===== src/rtl/lzwd_pkg.sv =====
package lzwd_pkg;

  localparam int CODE_W  = 16;
  localparam int BYTE_W  = 8;
  localparam int TOTAL_W = 24;

  localparam int DICT_ENTRIES_DEF = 4096;
  localparam int STACK_DEPTH_DEF  = 63;

  localparam logic [CODE_W-1:0] CODE_WIDTH_STEP  = CODE_W'(3);
  localparam logic [CODE_W-1:0] CODE_FIRST_BYTE  = CODE_W'(4);
  localparam logic [CODE_W-1:0] CODE_FIRST_ENTRY = CODE_W'(260);
  localparam logic [CODE_W-1:0] CODE_NONE        = CODE_W'(0);

  localparam logic [TOTAL_W-1:0] TOTAL_MAX = {TOTAL_W{1'b1}};

  typedef enum logic [2:0] {
    ST_IDLE,
    ST_CHECK,
    ST_READ,
    ST_EMIT_FIRST,
    ST_EMIT_STACK,
    ST_ERROR
  } lzwd_state_t;

endpackage


===== src/rtl/lzwd_stack_ram.sv =====
module lzwd_stack_ram import lzwd_pkg::*; #(
  parameter int DEPTH = STACK_DEPTH_DEF,
  parameter int AW    = $clog2(STACK_DEPTH_DEF)
) (
  input  logic              clk,
  input  logic              we,
  input  logic [AW-1:0]     waddr,
  input  logic [BYTE_W-1:0] wdata,
  input  logic              re,
  input  logic [AW-1:0]     raddr,
  output logic [BYTE_W-1:0] rdata
);

  logic [BYTE_W-1:0] mem [DEPTH];
  logic [BYTE_W-1:0] rdata_r;

  always_ff @(posedge clk) begin
    if (we) begin
      mem[waddr] <= wdata;
    end
  end

  always_ff @(posedge clk) begin
    if (re) begin
      rdata_r <= mem[raddr];
    end
  end

  assign rdata = rdata_r;

endmodule


===== config.mk =====
export PLATFORM = sky130hd
export DESIGN_NAME = lzwd_stack_ram
export DESIGN_NICKNAME = d
export VERILOG_FILES = /design/src/rtl/lzwd_pkg.sv /design/src/rtl/lzwd_stack_ram.sv
export SDC_FILE = /design/constraint.sdc
export NUM_CORES = 1
export LEC_CHECK = 0
export ABC_AREA = 0
export BUFFER_PORTS_ARGS = -buffer_cell sky130_fd_sc_hd__buf_2
export CAP_MARGIN = 10
export CORE_MARGIN = 2
export CORE_UTILIZATION = 56
export DETAILED_ROUTE_END_ITERATION = 6
export PLACE_DENSITY = 0.86
export SLEW_MARGIN = 40
export SYNTH_ARGS = -nofsm -noshare
export SYNTH_HDL_FRONTEND = slang
export SYNTH_SLANG_ARGS = --single-unit
export TNS_END_PERCENT = 100

===== constraint.sdc =====
create_clock -name clk -period 1.9 [get_ports clk]
set_input_delay 0.285 -clock clk [delete_from_list [all_inputs] [get_ports clk]]
set_output_delay 0.285 -clock clk [all_outputs]
set_load 0.05 [all_outputs]

Word level (Yosys, flattened, before mapping)
Memories as Yosys holds them, arrays and structs flattened. A register that Yosys moved wholly into a read port is not among the register bits. Cells that the tools add are included.

Input bits: 23. Bits in writable memories: 504. Output and inout port bits: 8. Flip-flop bits (word level): 0. Memories: 1. Word-level logic and storage cells: 3.

Multiplexer cells: 2.

Memory list: mem (depth 63, width 8, read ports 1, clocked after Yosys merged registers in 1, write ports 1, line lzwd_stack_ram.sv:14) `logic [BYTE_W-1:0] mem [DEPTH];`.

Operators by type and width (number): 1-bit 2-to-1 mux (2).

Logic depth before layout (Yosys ltp)
Depth after elaboration: 2. Mapped depth: 9. Gate-level depth less buffers: 5.

Least setup slack after synthesis
No wires, ideal clock.

Path type: input-to-reg. From: input port raddr[0]. To: register rdata_r[1], in the netlist rdata[1] (read register of mem) (data pin). Buffers on the path: 2. Cell stages on the path: 7. Data arrival time: 1758 ps. Setup time: 270 ps. Required time: 1630 ps. Path slack: -128 ps. Path through: buf_6 buf_2 mux4_2 a221oi_1 o21ai_0 nand3_1 o311ai_1.

RTL lines: start, declared (line lzwd_stack_ram.sv:10) `input logic [AW-1:0] raddr,`; end, declared (line lzwd_stack_ram.sv:15) `logic [BYTE_W-1:0] rdata_r;`.

==> flow_metrics.py <==
metrics = {
    "status": {
        "outcome": "complete, but fails checks",
        "violations": "setup timing",
    },
    "logic_synthesis": {
        "yosysSeqAreaShare_pct": 77.3,
        "synth_fp_nets": 972,
        "ys_ff_latch": 512,
        "synthArstFlopShare_pct": 0,
        "synth_ff_type": "edfxtp_1",
        "mappedNetlistArea_mm2": 0.0199,
        "synth_edf_count": 512,
        "yosys_warnings": 0,
        "syn-instance-count": 949,
        "syn_area_per_cell_um2": 21.0,
        "synthDistinctLibCells": 40,
    },
    "timing": {
        "worst-slew-pin-transition_ns": 0.741,
        "rsz0062_at_grt": "true",
        "finalCriticalPeriod_ns": 1.96,
        "hold_viol": 0,
        "finalSetupViolCount": 3,
        "fmax_mhz": 509,
        "fin_skew_ns": 0.0216,
        "maxSlewViolCount": 0,
        "fin_crit_sh_pct": 103,
        "relSlewSlack_pct": 50.6,
        "finalWorstSetupSlack_ns": -0.0643,
    },
    "clock_network": {
        "clk_pin_slew_ns": 0.07,
        "tritoncts": "built",
        "cts_buffer_depth": 3,
        "cts_sinks": 512,
        "post_cts_buffers": 0,
        "numCtsBuffers": 48,
        "root_buffer": "clkbuf_16",
        "htree_levels": 2,
        "clkLatencyLatePin_ns": 0.56,
    },
    "route": {
        "drc": 0,
        "routed-via-count": 10500,
        "vias_per_cell": 6.43,
        "routed_wl_um": 46400,
        "drtIter0Drc": 1397,
        "ant_nets": 0,
        "drtPass1Iterations": 7,
        "routedWlPerCell_um": 28.4,
    },
    "global_route": {
        "grtUsageTotal_pct": 26.0,
        "grt.met3_usage_pct": 5.96,
        "grt-busiest-layer": "met2",
        "grt_pass1_vias": 10800,
        "gr-total-overflow": 0,
        "antenna_found_initial": 3,
        "use_met1_pct": 34.5,
        "grt_max_degree": 64,
        "grt_pass1_wl_um": 68800,
        "grt_use_met2_pct": 42.6,
    },
    "final_layout": {
        "final_cell_mix": "edfxtp_1 (512), buf_4 (150), mux4_2 (115), nor2_1 (71), clkbuf_16 (49)",
        "drive_above_1_share_pct": 34.8,
        "fin_nets": 1157,
        "instances_no_fill": 1637,
        "final_util_pct": 66.2,
        "area_growth_pct": 17.5,
        "layout_commonest_cell": "edfxtp_1",
        "fillerInstances": 2094,
    },
    "floorplanning": {
        "dieArea_mm2": 0.0370,
        "io_pins": 31,
        "row_count": 69,
        "die_y_um": 192,
        "die_w_um": 192,
        "start_util_pct": 56.3,
        "design.core.area_mm2": 0.0353,
    },
    "placement": {
        "dp_cells": 1545,
        "dp_hpwl_um": 28300,
        "numPortBuffers": 30,
        "place_congestion": 0.901,
    },
    "worst_setup_path": {
        "arrival_ns": 2.25,
        "max_stage_delay_ns": 0.53,
        "cp-start-kind": "register",
        "crit_path_cell_trace": "mux4_2, a221oi_4, o21ai_2, nand3_2, o311ai_2",
        "critPathMaxFanout": 1,
        "crit_buf_inv": 0,
        "criticalPathCategory": "register to register",
        "crit_required_ns": 2.18,
        "path_delay_family": "compound AO/OA/AOI/OAI gates",
        "cp-end-kind": "register",
        "slowest_stage": "mux4_2",
    },
    "power": {
        "p_leak_nw": 7.66,
        "ir_drop_uv": 850,
        "pwr-share-seq_pct": 54.5,
        "intPower_mw": 18.1,
        "p_clk_share_pct": 39.3,
        "p_total_mw": 23.0,
        "power_density_mw_per_mm2": 986,
        "switching_share_pct": 21.3,
        "p_comb_share_pct": 6.2,
        "p_sw_mw": 4.92,
    },
    "run": {
        "maxCapViolations": 0,
    },
    "hold_path": {
        "hold_class": "primary input to register",
    },
}
[power by group through the flow]
| stage | Clock, mW | Combinational (mW) | Sequential (mW) |
|---|---|---|---|
| detailed placement | 0 | 1.35 | 12.8 |
| CTS | 9.12 | 1.39 | 12.6 |
| finish | 9.05 | 1.42 | 12.6 |
| floorplan | 0 | 0.677 | 12.8 |
| global route | 9.53 | 1.49 | 12.6 |
| global placement | 0 | 1.30 | 12.8 |
[Yosys cell counts, types with 3 or more instances]
cell | count | area [µm²]
edfxtp_1 | 512 | 15400
mux4_2 | 115 | 2590
nor2_1 | 71 | 267
nand2_1 | 30 | 113
clkbuf_1 | 29 | 109
mux2i_1 | 26 | 260
nand3_1 | 16 | 80.1
a22oi_1 | 14 | 105
a22o_1 | 11 | 96.3
nor2b_1 | 10 | 62.6
o21ai_0 | 10 | 50.1
a21oi_1 | 9 | 45.0
buf_2 | 9 | 45.0
buf_4 | 6 | 45.0
buf_6 | 6 | 67.6
mux2_2 | 6 | 67.6
nand3b_1 | 6 | 45.0
nor3_1 | 6 | 30.0
o211ai_1 | 6 | 45.0
a221oi_1 | 5 | 43.8
nand2b_1 | 5 | 31.3
o22ai_1 | 5 | 31.3
a31oi_1 | 4 | 25.0
o221a_2 | 4 | 45.0
nand4_1 | 3 | 18.8
o21ai_1 | 3 | 15.0
o311ai_0 | 3 | 26.3
o311ai_1 | 3 | 26.3
[area by class of cell]
| class | instances | area [µm²] | share of cell area (%) |
|---|---|---|---|
| well taps | 461 | 577 | 2.47 |
| diodes | 2 | 5.00 | 0.0214 |
| clock buffers | 58 | 1260 | 5.39 |
| flip-flops and latches | 512 | 15400 | 65.8 |
| clock inverters | 32 | 219 | 0.937 |
| repair buffers | 187 | 1560 | 6.68 |
| multi-input cells | 385 | 4370 | 18.7 |
[registers in the layout, indices dropped and copies added, names as in the netlist]
register and count:
rdata 8, mem 504
[cell families (layout without fill, tap and decap cells)]
kind of cell,Yosys count,count (layout),synth area share (%)
AND/OR/NAND/NOR,156,156,3.57
buffers and inverters,52,277,1.43
other,0,2,0
multiplexers,147,147,14.7
AO/OA/AOI/OAI,82,82,3.01
flip-flops,512,512,77.3
[repair_timing]
action | CTS | global route
cloned | 0 | 0
pin swaps | 3 | 3
endpoints found under the setup margin | 6 | 8
gates resized for setup | 15 | 9
hold buffers | 0 | 0
[metrics by stage]
stage	setup TNS [ns]	instance area (µm²)	hold slack, ns	worst slack (ns)
floorplan	-0.0468	20000	0.384	-0.0121
global placement	-3.90	21700	0.679	-0.583
detailed placement	-5.15	21700	0.677	-0.615
CTS	-0.0517	23300	0.0858	-0.0517
global route	-0.280	23400	0.0884	-0.0857
finish	-0.160	23400	0.109	-0.0643
[final timing paths]
check / startpoint / to / slack [ns] / depth (start not counted)
max: mem[21][4] / rdata[4] / -0.06 / 5
min: re / rdata[1] / 0.11 / 1
max reg2reg: mem[21][4] / rdata[4] / -0.06 / 5
min reg2reg: mem[62][6] / rdata[6] / 0.95 / 4
[layer usage]
| layer | up-vias | share of wire (%) |
|---|---|---|
| li1 | 4319 | - |
| met1 | 5359 | 36 |
| met2 | 717 | 49 |
| met3 | 132 | 11 |
| met4 | 2 | 4.1 |
| met5 | - | 0.024 |
Power figures use the tool's default switching activity.
